[config.mk]
export PLATFORM = sky130hd
export DESIGN_NAME = forest_leaf_label_probability
export DESIGN_NICKNAME = d
export VERILOG_FILES = /design/src/rtl/flp_pkg.sv /design/src/rtl/flp_divider.sv /design/src/rtl/flp_front.sv /design/src/rtl/flp_back.sv /design/src/rtl/forest_leaf_label_probability.sv
export VERILOG_INCLUDE_DIRS = /design/src /design/src/rtl
export SDC_FILE = /design/constraint.sdc
export NUM_CORES = 2
export LEC_CHECK = 0
export BUFFER_PORTS_ARGS = -buffer_cell sky130_fd_sc_hd__buf_2
export CORE_ASPECT_RATIO = 0.6
export CORE_MARGIN = 2
export CORE_UTILIZATION = 25
export CTS_CLUSTER_DIAMETER = 120
export DETAILED_ROUTE_END_ITERATION = 16
export SLEW_MARGIN = 10
export SYNTH_ARGS = -nofsm -noshare
export SYNTH_HDL_FRONTEND = slang
export SYNTH_HIERARCHICAL = 1
export SYNTH_SLANG_ARGS = --single-unit
export TNS_END_PERCENT = 100
[constraint.sdc]
create_clock -name clk -period 14.9 [get_ports clk]
set_input_delay 2.235 -clock clk [delete_from_list [all_inputs] [get_ports clk]]
set_output_delay 2.235 -clock clk [all_outputs]
set_load 0.01 [all_outputs]
[src/rtl/forest_leaf_label_probability_assert.svh]
// Assertion macros shared by the forest leaf probability RTL
`ifndef FOREST_LEAF_LABEL_PROBABILITY_ASSERT_SVH
`define FOREST_LEAF_LABEL_PROBABILITY_ASSERT_SVH
// Check an implication on every clock edge outside reset
`define FLP_ASSERT(label, prop, msg) \
  label: assert property (@(posedge clk) disable iff (!rst_n) (prop)) else $error(msg);
// Check an implication on every clock edge, reset included
`define FLP_ASSERT_ALWAYS(label, prop, msg) \
  label: assert property (@(posedge clk) (prop)) else $error(msg);
`endif

[src/rtl/flp_pkg.sv]
`timescale 1ns / 1ps
// ----------------------------------------------------------------------------
// flp_pkg
// Shared types and constants of the forest leaf label probability block.
// ----------------------------------------------------------------------------
package flp_pkg;
  localparam int unsigned MaxLabelsCap = 8;
  localparam int unsigned LabelBits = 3;
  localparam int unsigned CfgBits = 4;

  // Back-end sequencer states
  typedef enum logic [2:0] {
    ST_IDLE,
    ST_RATIO,
    ST_MUL,
    ST_SUM,
    ST_DIV,
    ST_EMIT
  } flp_state_t;

  // Front-to-back control
  typedef struct packed {
    logic final_tree;
  } flp_ctrl_t;
endpackage

[src/rtl/flp_divider.sv]
`timescale 1ns / 1ps
// ----------------------------------------------------------------------------
// flp_divider
// Restoring divider, one quotient bit per cycle.
// ----------------------------------------------------------------------------
module flp_divider #(
  parameter int unsigned NUM_BITS = 56,
  parameter int unsigned DEN_BITS = 32
) (
  input  logic                clk,
  input  logic                rst_n,
  input  logic                start,
  input  logic [NUM_BITS-1:0] numer,
  input  logic [DEN_BITS-1:0] denom,
  output logic                done,
  output logic [NUM_BITS-1:0] quot
);
  localparam int unsigned CntBits = $clog2(NUM_BITS + 1);

  logic [NUM_BITS-1:0] q_r, q_nxt;
  logic [DEN_BITS:0]   rem_r, rem_nxt;
  logic [DEN_BITS-1:0] den_r;
  logic [CntBits-1:0]  cnt_r, cnt_nxt;
  logic                busy_r, busy_nxt, done_r, done_nxt;
  logic [DEN_BITS:0]   trial;

  // Shift in one numerator bit and try a subtract
  always_comb begin
    trial = {rem_r[DEN_BITS-1:0], q_r[NUM_BITS-1]};
    q_nxt = q_r;
    rem_nxt = rem_r;
    cnt_nxt = cnt_r;
    busy_nxt = busy_r;
    done_nxt = 1'b0;
    if (start) begin
      q_nxt = numer;
      rem_nxt = '0;
      cnt_nxt = CntBits'(NUM_BITS);
      busy_nxt = 1'b1;
    end else if (busy_r) begin
      if (trial >= {1'b0, den_r}) begin
        rem_nxt = trial - {1'b0, den_r};
        q_nxt = {q_r[NUM_BITS-2:0], 1'b1};
      end else begin
        rem_nxt = trial;
        q_nxt = {q_r[NUM_BITS-2:0], 1'b0};
      end
      cnt_nxt = cnt_r - 1'b1;
      if (cnt_r == CntBits'(1)) begin
        busy_nxt = 1'b0;
        done_nxt = 1'b1;
      end
    end
  end

  always_ff @(posedge clk) begin
    if (!rst_n) begin
      busy_r <= 1'b0;
      done_r <= 1'b0;
      cnt_r <= '0;
    end else begin
      busy_r <= busy_nxt;
      done_r <= done_nxt;
      cnt_r <= cnt_nxt;
    end
    q_r <= q_nxt;
    rem_r <= rem_nxt;
    if (start) den_r <= denom;
  end

  assign done = done_r;
  assign quot = q_r;
endmodule

[src/rtl/flp_front.sv]
`timescale 1ns / 1ps
// ----------------------------------------------------------------------------
// flp_front
// Two-entry queue that takes leaf records and hands them to the back end.
// ----------------------------------------------------------------------------
module flp_front #(
  parameter int unsigned W = 8
) (
  input  logic         clk,
  input  logic         rst_n,
  input  logic         push,
  input  logic [W-1:0] wdata,
  output logic         full,
  output logic         avail,
  output logic [W-1:0] rdata,
  input  logic         take
);
  logic [W-1:0] mem_r [2];
  logic         wp_r, rp_r;
  logic [1:0]   cnt_r;
  logic         do_push, do_take;

  assign full = (cnt_r == 2'd2);
  assign avail = (cnt_r != 2'd0);
  assign do_push = push && !full;
  assign do_take = take && avail;
  assign rdata = mem_r[rp_r];

  // Advance pointers and count on each transfer
  always_ff @(posedge clk) begin
    if (!rst_n) begin
      wp_r <= 1'b0;
      rp_r <= 1'b0;
      cnt_r <= '0;
    end else begin
      if (do_push) wp_r <= ~wp_r;
      if (do_take) rp_r <= ~rp_r;
      cnt_r <= cnt_r + {1'b0, do_push} - {1'b0, do_take};
    end
    if (do_push) mem_r[wp_r] <= wdata;
  end
endmodule

[src/rtl/flp_back.sv]
`timescale 1ns / 1ps
// ----------------------------------------------------------------------------
// flp_back
// Ratio, product and normalize sequencer with a one-entry result register.
// ----------------------------------------------------------------------------
module flp_back #(
  parameter int unsigned MAX_LABELS = 8,
  parameter int unsigned COUNT_BITS = 24,
  parameter int unsigned FRAC_BITS = 23
) (
  input  logic                                   clk,
  input  logic                                   rst_n,
  input  logic                                   avail,
  input  logic [(MAX_LABELS+1)*COUNT_BITS-1:0]   counts,
  input  logic [COUNT_BITS-1:0]                  total,
  input  flp_pkg::flp_ctrl_t                     ctrl,
  output logic                                   take,
  input  logic [flp_pkg::CfgBits-1:0]            active_labels,
  output logic                                   out_valid,
  input  logic                                   out_pop,
  output logic [flp_pkg::LabelBits-1:0]          label_index,
  output logic [FRAC_BITS:0]                     probability,
  output logic                                   nonzero,
  output logic                                   last_label
);
  import flp_pkg::*;

  localparam int unsigned QBits = FRAC_BITS + 1;
  localparam int unsigned Lanes = MAX_LABELS + 1;
  localparam int unsigned LaneBits = $clog2(Lanes + 1);
  localparam int unsigned SumBits = QBits + 4;
  localparam int unsigned RNum = COUNT_BITS + FRAC_BITS;
  localparam int unsigned PNum = SumBits + FRAC_BITS;
  localparam logic [QBits-1:0] OneQ = QBits'(1) << FRAC_BITS;

  flp_state_t state_r, state_nxt;
  logic [QBits-1:0]     prod_r [Lanes];
  logic [QBits-1:0]     ratio_r;
  logic [LaneBits-1:0]  lane_r;
  logic [SumBits-1:0]   sum_r;
  logic [3:0]           n_r;
  logic                 fin_r;
  logic [2*QBits-1:0]   mul_r;

  // Shared dividers for ratios and normalization
  logic                 rd_start, rd_done, pd_start, pd_done;
  logic [RNum-1:0]      rd_q;
  logic [PNum-1:0]      pd_q;
  logic [COUNT_BITS-1:0] cur_count;
  logic [RNum-1:0]      rd_num;
  logic [QBits-1:0]     rd_sat;
  logic [LaneBits-1:0]  rd_lane, pd_lane;

  // A division started from the multiply or emit step works on the next lane
  assign rd_lane = (state_r == ST_MUL) ? lane_r + 1'b1 : lane_r;
  assign pd_lane = (state_r == ST_SUM) ? LaneBits'(1) : lane_r + 1'b1;

  assign cur_count = counts[rd_lane*COUNT_BITS +: COUNT_BITS];
  assign rd_num = {cur_count, {FRAC_BITS{1'b0}}};
  assign rd_sat = (rd_q > RNum'(OneQ)) ? OneQ : rd_q[QBits-1:0];

  flp_divider #(.NUM_BITS(RNum), .DEN_BITS(COUNT_BITS)) u_rdiv (
    .clk, .rst_n, .start(rd_start), .numer(rd_num), .denom(total),
    .done(rd_done), .quot(rd_q)
  );
  flp_divider #(.NUM_BITS(PNum), .DEN_BITS(SumBits)) u_pdiv (
    .clk, .rst_n, .start(pd_start),
    .numer({(SumBits-QBits)'(0), prod_r[pd_lane], {FRAC_BITS{1'b0}}}),
    .denom(sum_r), .done(pd_done), .quot(pd_q)
  );

  logic out_valid_r;
  logic last_lane;
  logic emit_go;
  assign last_lane = (lane_r == LaneBits'(Lanes - 1));
  assign emit_go = (state_r == ST_EMIT) && (!out_valid_r || out_pop);

  // Next state
  always_comb begin
    state_nxt = state_r;
    unique case (state_r)
      ST_IDLE:  if (avail) state_nxt = ST_RATIO;
      ST_RATIO: if (total == '0 || rd_done) state_nxt = ST_MUL;
      ST_MUL: begin
        if (!last_lane) state_nxt = ST_RATIO;
        else if (fin_r) state_nxt = ST_SUM;
        else state_nxt = ST_IDLE;
      end
      ST_SUM:   if (lane_r == LaneBits'(n_r)) state_nxt = ST_DIV;
      ST_DIV:   if (pd_done) state_nxt = ST_EMIT;
      ST_EMIT: begin
        if (!out_valid_r || out_pop) begin
          if (lane_r == LaneBits'(n_r)) state_nxt = ST_IDLE;
          else state_nxt = ST_DIV;
        end
      end
      default:  state_nxt = ST_IDLE;
    endcase
  end

  // Control outputs
  always_comb begin
    rd_start = 1'b0;
    pd_start = 1'b0;
    take = 1'b0;
    unique case (state_r)
      ST_IDLE:  rd_start = avail && (total != '0);
      ST_MUL:   rd_start = !last_lane && (total != '0);
      ST_SUM:   pd_start = (lane_r == LaneBits'(n_r));
      ST_EMIT:  pd_start = (!out_valid_r || out_pop) && (lane_r != LaneBits'(n_r));
      default:  ;
    endcase
    take = (state_r == ST_MUL) && last_lane;
  end

  // Datapath registers
  always_ff @(posedge clk) begin
    if (!rst_n) begin
      state_r <= ST_IDLE;
      out_valid_r <= 1'b0;
      lane_r <= '0;
      for (int k = 0; k < Lanes; k++) prod_r[k] <= OneQ;
      n_r <= 4'd8;
    end else begin
      state_r <= state_nxt;
      // Load the result register on emit, drop it on a transfer
      if (emit_go) out_valid_r <= 1'b1;
      else if (out_pop) out_valid_r <= 1'b0;
      unique case (state_r)
        ST_IDLE: begin
          lane_r <= '0;
          fin_r <= ctrl.final_tree;
          if (active_labels == '0) n_r <= 4'd1;
          else if (active_labels > 4'(MAX_LABELS)) n_r <= 4'(MAX_LABELS);
          else n_r <= active_labels;
        end
        ST_RATIO: begin
          if (total == '0) mul_r <= '0;
          else if (rd_done) mul_r <= prod_r[lane_r] * rd_sat;
        end
        ST_MUL: begin
          prod_r[lane_r] <= mul_r[FRAC_BITS +: QBits];
          if (last_lane) begin
            lane_r <= '0;
            sum_r <= SumBits'(prod_r[0]) + 1'b1;
          end else lane_r <= lane_r + 1'b1;
        end
        ST_SUM: begin
          // lane 0 holds background; labels sit in lanes 1..n
          if (lane_r != LaneBits'(n_r)) begin
            sum_r <= sum_r + SumBits'(prod_r[lane_r + 1'b1]);
            lane_r <= lane_r + 1'b1;
          end else lane_r <= LaneBits'(1);
        end
        ST_EMIT: begin
          if (emit_go) begin
            label_index <= LabelBits'(lane_r - 1'b1);
            probability <= pd_q[QBits-1:0];
            nonzero <= (pd_q != '0);
            last_label <= (lane_r == LaneBits'(n_r));
            if (lane_r == LaneBits'(n_r)) begin
              for (int k = 0; k < Lanes; k++) prod_r[k] <= OneQ;
              lane_r <= '0;
            end else lane_r <= lane_r + 1'b1;
          end
        end
        default: ;
      endcase
    end
  end

  assign out_valid = out_valid_r;
  `include "forest_leaf_label_probability_assert.svh"
  `FLP_ASSERT(a_take_idle, take |=> state_r == ST_IDLE || state_r == ST_SUM, "take not at record end")
  `FLP_ASSERT(a_emit_lane, out_valid_r && last_label |-> label_index == LabelBits'(n_r - 1'b1), "last label mismatch")
  `FLP_ASSERT(a_div_state, pd_done |-> state_r == ST_DIV, "normalize done out of place")
endmodule

[src/rtl/forest_leaf_label_probability.sv]
`timescale 1ns / 1ps
// ----------------------------------------------------------------------------
// forest_leaf_label_probability
// Running per-label leaf products across trees, normalized on the last tree.
// ----------------------------------------------------------------------------
//  channel   ports                                handshake
//  input     in_leaf_total .. in_final_tree       push / full
//  result    out_label_index .. out_last_label    pop / empty
//  config    cfg_we, cfg_active_labels            write enable
//
// Each record runs one lane per count: a COUNT_BITS+FRAC_BITS bit division
// of the count by leaf_total, a multiply by the running product and its
// write-back; leaf_total zero skips the division. A final record adds a sum
// pass over background and active labels and one normalize per active label.
// Reset is synchronous; products return to one and active_labels to 8.
// A two-entry queue takes records while the back end works; results stall
// the back end only while the result register is still full.
module forest_leaf_label_probability #(
  parameter int unsigned MAX_LABELS = 8,
  parameter int unsigned COUNT_BITS = 24,
  parameter int unsigned FRAC_BITS = 23
) (
  input  logic                            clk,
  input  logic                            rst_n,
  input  logic                            push,
  output logic                            full,
  input  logic [COUNT_BITS-1:0]           in_leaf_total,
  input  logic [COUNT_BITS-1:0]           in_leaf_background,
  input  logic [COUNT_BITS-1:0]           in_class_count_0,
  input  logic [COUNT_BITS-1:0]           in_class_count_1,
  input  logic [COUNT_BITS-1:0]           in_class_count_2,
  input  logic [COUNT_BITS-1:0]           in_class_count_3,
  input  logic [COUNT_BITS-1:0]           in_class_count_4,
  input  logic [COUNT_BITS-1:0]           in_class_count_5,
  input  logic [COUNT_BITS-1:0]           in_class_count_6,
  input  logic [COUNT_BITS-1:0]           in_class_count_7,
  input  logic                            in_final_tree,
  output logic                            empty,
  input  logic                            pop,
  output logic [flp_pkg::LabelBits-1:0]   out_label_index,
  output logic [FRAC_BITS:0]              out_probability,
  output logic                            out_nonzero,
  output logic                            out_last_label,
  input  logic                            cfg_we,
  input  logic [flp_pkg::CfgBits-1:0]     cfg_active_labels
);
  import flp_pkg::*;

  localparam int unsigned CW = (MaxLabelsCap + 2) * COUNT_BITS + 1;
  logic [CW-1:0] wdata, rdata;
  logic          avail, take, out_valid;
  logic [CfgBits-1:0] active_r;
  flp_ctrl_t     ctrl;

  // Hold the label count register
  always_ff @(posedge clk) begin
    if (!rst_n) active_r <= CfgBits'(8);
    else if (cfg_we) active_r <= cfg_active_labels;
  end

  assign wdata = {in_class_count_7, in_class_count_6, in_class_count_5, in_class_count_4,
                  in_class_count_3, in_class_count_2, in_class_count_1, in_class_count_0,
                  in_leaf_background, in_leaf_total, in_final_tree};

  flp_front #(.W(CW)) u_front (
    .clk, .rst_n, .push, .wdata, .full, .avail, .rdata, .take
  );

  assign ctrl.final_tree = rdata[0];

  // Background sits in lane 0, label counts follow in lanes 1..MAX_LABELS
  flp_back #(.MAX_LABELS(MAX_LABELS), .COUNT_BITS(COUNT_BITS), .FRAC_BITS(FRAC_BITS)) u_back (
    .clk, .rst_n, .avail,
    .counts(rdata[COUNT_BITS+1 +: (MAX_LABELS+1)*COUNT_BITS]),
    .total(rdata[1 +: COUNT_BITS]), .ctrl, .take,
    .active_labels(active_r), .out_valid, .out_pop(pop),
    .label_index(out_label_index), .probability(out_probability),
    .nonzero(out_nonzero), .last_label(out_last_label)
  );

  assign empty = !out_valid;
endmodule

======== Word level (Yosys, flattened, before mapping) ========
Memory sizes are Yosys's and may differ from the RTL's. A register that Yosys moved wholly into a read port is not among the register bits.
Cells that the tools add are included.
operators by class
  add/subtract/negate cells ............... 10
  $mul .................................... 2
  order comparisons ....................... 4
  equal/unequal tests ..................... 19
  shift operators ......................... 1
  mux-type cells .......................... 74
  bitwise logic cells ..................... 14
  reduce and logical (&&, ||, !) cells .... 35
operator list
  kind                   count
  $mux 24                12
  $mux 47                5
  $shiftx 216x10->24     1
  $mux 28                3
  $pmux 28 s2            1
  $reduce_bool 51->1     1
  $gt 47x24->1 const B   1
  $mul 24x24->47         1
  $mux 4                 11
  $ge 29x28->1           1
  $add 28x24->28         1
  $sub 28x28->28         1
  $mux 1                 26
  $add 24x1->25 const B  1
  $ge 25x24->1           1
  $logic_not 24->1       1
  $mux 6                 4
  $reduce_bool 24->1     1
  $reduce_or 24->1       1
  $sub 24x24->24         1
  $mux 3                 7
  $pmux 3 s6             1
  $pmux 4 s4             1
  $eq 6x1->1 const B     2
  33 further kinds       73
word-level totals
  register bits after elaboration ......... 343
  RAM bits ................................ 698
  input bits .............................. 250
  output and inout bits ................... 31
  logic and storage cells ................. 192
  memories ................................ 2
memory list
  memory         depth  width  read ports  clocked after memory_dff  write ports  RTL line         source
  u_front.mem_r  2      241    1           1                         1            flp_front.sv:18  logic [W-1:0] mem_r [2];
  u_back.prod_r  9      24     4           1                         9            flp_back.sv:37   logic [QBits-1:0] prod_r [Lanes];

======== Logic depth before layout (Yosys ltp) ========
  depth after elaboration ................. 9
  mapped depth ............................ 38
  depth with buffers taken out ............ 32

======== Hierarchy ========
The synthesis kept the hierarchy.
modules (own cells, without submodules)
  module                         instances  cells each  area each (um^2)  seq. area each (um^2)
  flp_back                       1          4,515       46,812.4          14,313.7
  flp_front                      1          777         18,410.2          14,574.0
  flp_divider (u_back.u_pdiv)    1          567         6,200.9           3,093.0
  flp_divider (u_back.u_rdiv)    1          499         5,771.8           2,772.7
  forest_leaf_label_probability  1          14          151.4             80.1

======== Least setup slack after synthesis ========
No wires, ideal clock.
  path type ............................... input-to-reg
  from .................................... in push
  to ...................................... mem u_front/mem_r[0][0] (netlist name), enable pin
  library setup time ...................... 847 ps
  arrival ................................. 12,314 ps
  required time ........................... 14,053 ps
  path slack .............................. 1,740 ps
  stages on the path ...................... 2
  path buffers ............................ 0
  cell sequence ........................... nand2_1 > nor2_1
between the ends
  word-level cells in the longest chain between the ends .. 3
ends and longest elaborated chain
  item                          RTL line                             source
  start, declared               forest_leaf_label_probability.sv:25  input logic push,
  $logic_and 1x1->1             flp_front.sv:25                      assign do_push = push && !full;
  $mux 1                        flp_front.sv:40                      if (do_push) mem_r[wp_r] <= wdata;
  $mux 1 (not written as such)  flp_front.sv:40
  end, declared                 flp_front.sv:18
No other way between the ends.

==> run metrics <==
status complete, but fails checks; failing checks max-capacitance violations, max-slew violations; Finish-stage setup viols 0; gr usage total 15.77%; PnR worst setup slack 3.151 ns; Core ar. 308400 sq um; final slew viol count 1; Post-DRT Antenna Nets 0; Post-synth top flop edfxtp_1; Final Cell Area 87310 sq um; Vias per Instance 5.005; # clock sinks 1191; router iterations before antenna repair 8; transition time of the tightest slew-check pin 1.493 ns; Mapped Cells 6372; CTS root buf clkbuf_16; Final Cycle Share 78.85%; Leak Pwr 33.03 nW; HPWL Detailed 183500 microns; FF+latch area 34850 sq um; Seq/Total Area, Yosys 45.04%; Cell Area, Placed 83710 sq um; Max Clock Skew 0.06190 ns; critical path class flop to flop; routability congestion estimate 0.9900; main combinational cell family by area after synthesis adder cells; multi-input logic area 38960 sq um; most area-hungry cell type in the Yosys netlist edfxtp_1; # H-tree levels 3; adder-cell share of the synthesized area 16.58%; Power Density 99.12 nW/um^2; vias 53.92k; Crit Path Max Fanout 56; drt wl/cell 23.83 microns; fillcell total 31.47k; post-synthesis simple-gate area fraction 10.19%; number of port buffers 280; peak supply drop 0.1000 mV; hold_buf cts 0; # rows 158; slew margin rel. -0.1756%; Area Growth Syn to Fin 12.88%; Top Ports 281; die height 434.9 microns; Max Freq 85.11 MHz; Critical Path AT 12.22 ns; synth cell count leaders 1098 x edfxtp_1, 661 x inv_1, 626 x nand2_1; Max Root-Sink Buffers 3; Setup Buffers After CTS 0; post-route minimum period 11.75 ns; DRC 0; First DRT Iteration DRCs 7217; Yosys reg bits 1191; Initial Util 25.08%; Synth Area in XOR/XNOR 1.427%; gr ovfl total 0; HP Class flop to flop; synth warn 6; max-cap viol count 1; Fin Setup TNS 0 ns; Final Routed Wirelength 256700 microns; DIE AREA 314000 sq um; Num CTS Buffers 103; layout cells sized above 1 19.32%; Mean Syn Cell Area 12.14 sq um; Place WS 3.352 ns; final net count 7554; die width 722.1 microns; main area contributors after synthesis edfxtp_1 43%, fa_1 13%, mux4_2 5.1%; largest net degree at the start of global routing 149; global-route wire length before repair 369500 microns; top-count cell post-synth edfxtp_1; number of synthesized flops with an enable pin 1098; post-synth top area share 42.63%; mux contribution to synthesized area 14.22%; worst skew pair latency 0.75 ns; synthesized area 77350 sq um; ys async rst share 0%; TritonCTS clock tree yes; Clock Pin Slew Worst Setup and Hold Paths 0.08 ns; CTS resizes 0; initial antenna violation count 47; final hold violation count 0; Compound-Gate Fraction of Synth Area 7.186%; RSZ-0062 raised after global routing no; CP Launch Type flop; vias in the first global route 52.62k; Req. time, crit path 15.37 ns; Netlist cell types 110; CP Capture Type flop
-- kinds of logic (layout without fill, tap and decap cells) --
logic type,count (synthesis),count (layout)
and+or+nand+nor,1685,1685
xor gates and xnor gates,126,126
adders and majority gates,735,735
buffers and inverters,1021,1252
muxes,756,756
DFF,1191,1191
AOI/OAI and AO/OA,857,857
other,1,91
-- critical path, cell delays in order (launching register included) --
cell and delay, ns:
dfxtp_4 0.86, buf_4 0.86, mux4_2 0.44, mux2_2 0.32, o21ai_1 1.04, nor2_1 0.20
fa_1 0.56, fa_1 0.57, inv_1 0.06, fa_1 0.52, fa_1 0.52, inv_1 0.05
fa_1 0.50, fa_1 0.49, inv_1 0.05, fa_1 0.48, inv_1 0.05, ha_1 0.31
nand4_1 0.24, or3_1 0.51, a2111oi_0 0.57, a211oi_2 0.24, o211ai_1 0.93, nand2_1 0.16
o21bai_1 0.24, a21oi_1 0.13, o21bai_1 0.16, mux2_2 0.35
-- per-layer routing --
| metal | vias up | wire, microns | global-route usage, % |
|---|---|---|---|
| met2 | 3308 | 96810 | 20.16 |
| met1 | 27338 | 115900 | 23.99 |
| met5 | - | 394 | 0.4854 |
| met3 | 481 | 37390 | 6.722 |
| met4 | 28 | 6195 | 3.357 |
| li1 | 22767 | - | - |
-- layout make-up --
type	instances	area share, %
flip-flops and latches	1191	39.92
repair buffers	401	2.678
inverters	663	2.853
diodes	41	0.1175
well taps	4080	5.847
clock buffers	129	3.123
clock inverters	59	0.8398
multi-input cells	4209	44.62
-- layout by cell type, fill, tap and decap left out, drive strengths merged, types with 50 or more instances in the layout --
cell | Yosys | routed
dfxtp | 93 | 93
nor3 | 53 | 53
nand3 | 68 | 68
and2 | 243 | 243
conb | 1 | 50
o21ai | 255 | 255
nand2 | 638 | 638
a21oi | 232 | 232
mux4 | 175 | 175
xnor2 | 70 | 70
ha | 252 | 252
and3 | 85 | 85
xor2 | 56 | 56
inv | 662 | 668
mux2i | 163 | 163
nor2 | 419 | 419
clkbuf | 257 | 129
mux2 | 418 | 418
edfxtp | 1098 | 1098
fa | 483 | 483
buf | 99 | 401
-- state kept, by name, indices dropped and copies added, names as in the netlist, 2 cells and up, named ones only --
| name | flops |
|---|---|
| u_back/state_r | 3 |
| u_back/mul_r | 24 |
| u_front/cnt_r | 2 |
| u_back/u_rdiv/quot | 47 |
| u_back/u_rdiv/cnt_r | 6 |
| u_back/u_pdiv/den_r | 28 |
| u_back/label_index | 3 |
| u_back/prod_r | 384 |
| u_back/lane_r | 4 |
| u_back/n_r | 4 |
| u_back/u_pdiv/cnt_r | 6 |
| u_back/u_rdiv/den_r | 24 |
| u_back/u_rdiv/rem_r | 24 |
| u_back/u_pdiv/rem_r | 28 |
| u_back/u_pdiv/quot | 51 |
| u_back/probability | 24 |
| active_r | 4 |
| u_back/sum_r | 28 |
| u_front/mem_r | 482 |
-- final timing paths --
path                     from                      end  slack, ns  cells after the start
max                      flop         u_back/mul_r[39]       3.15                     27
min reg2reg  u_back/sum_r[20]  u_back/u_pdiv/den_r[20]       0.45                      0
max reg2reg              flop         u_back/mul_r[39]       3.15                     27
min          u_back/sum_r[20]  u_back/u_pdiv/den_r[20]       0.45                      0
-- through the flow --
step                      utilization [%]  power, mW  hold WS [ns]  std cells
after floorplan                         -      5.335        0.4334       6421
after detailed placement            27.14      5.835        0.4573      10543
after CTS                           28.27      8.662        0.4552      10731
final                               28.31      8.654        0.4520      10773
after global routing                28.29      8.979        0.4827      10743
after global placement              27.14      5.796        0.4626      10543
-- power by group --
group          leakage, nW  switching (mW)  total [mW]  internal [mW]
clock network         1.67            1.34        2.83           1.50
registers             11.1           0.194        4.13           3.93
logic                 20.2            1.03        1.69          0.660
Power figures use the tool's default switching activity.
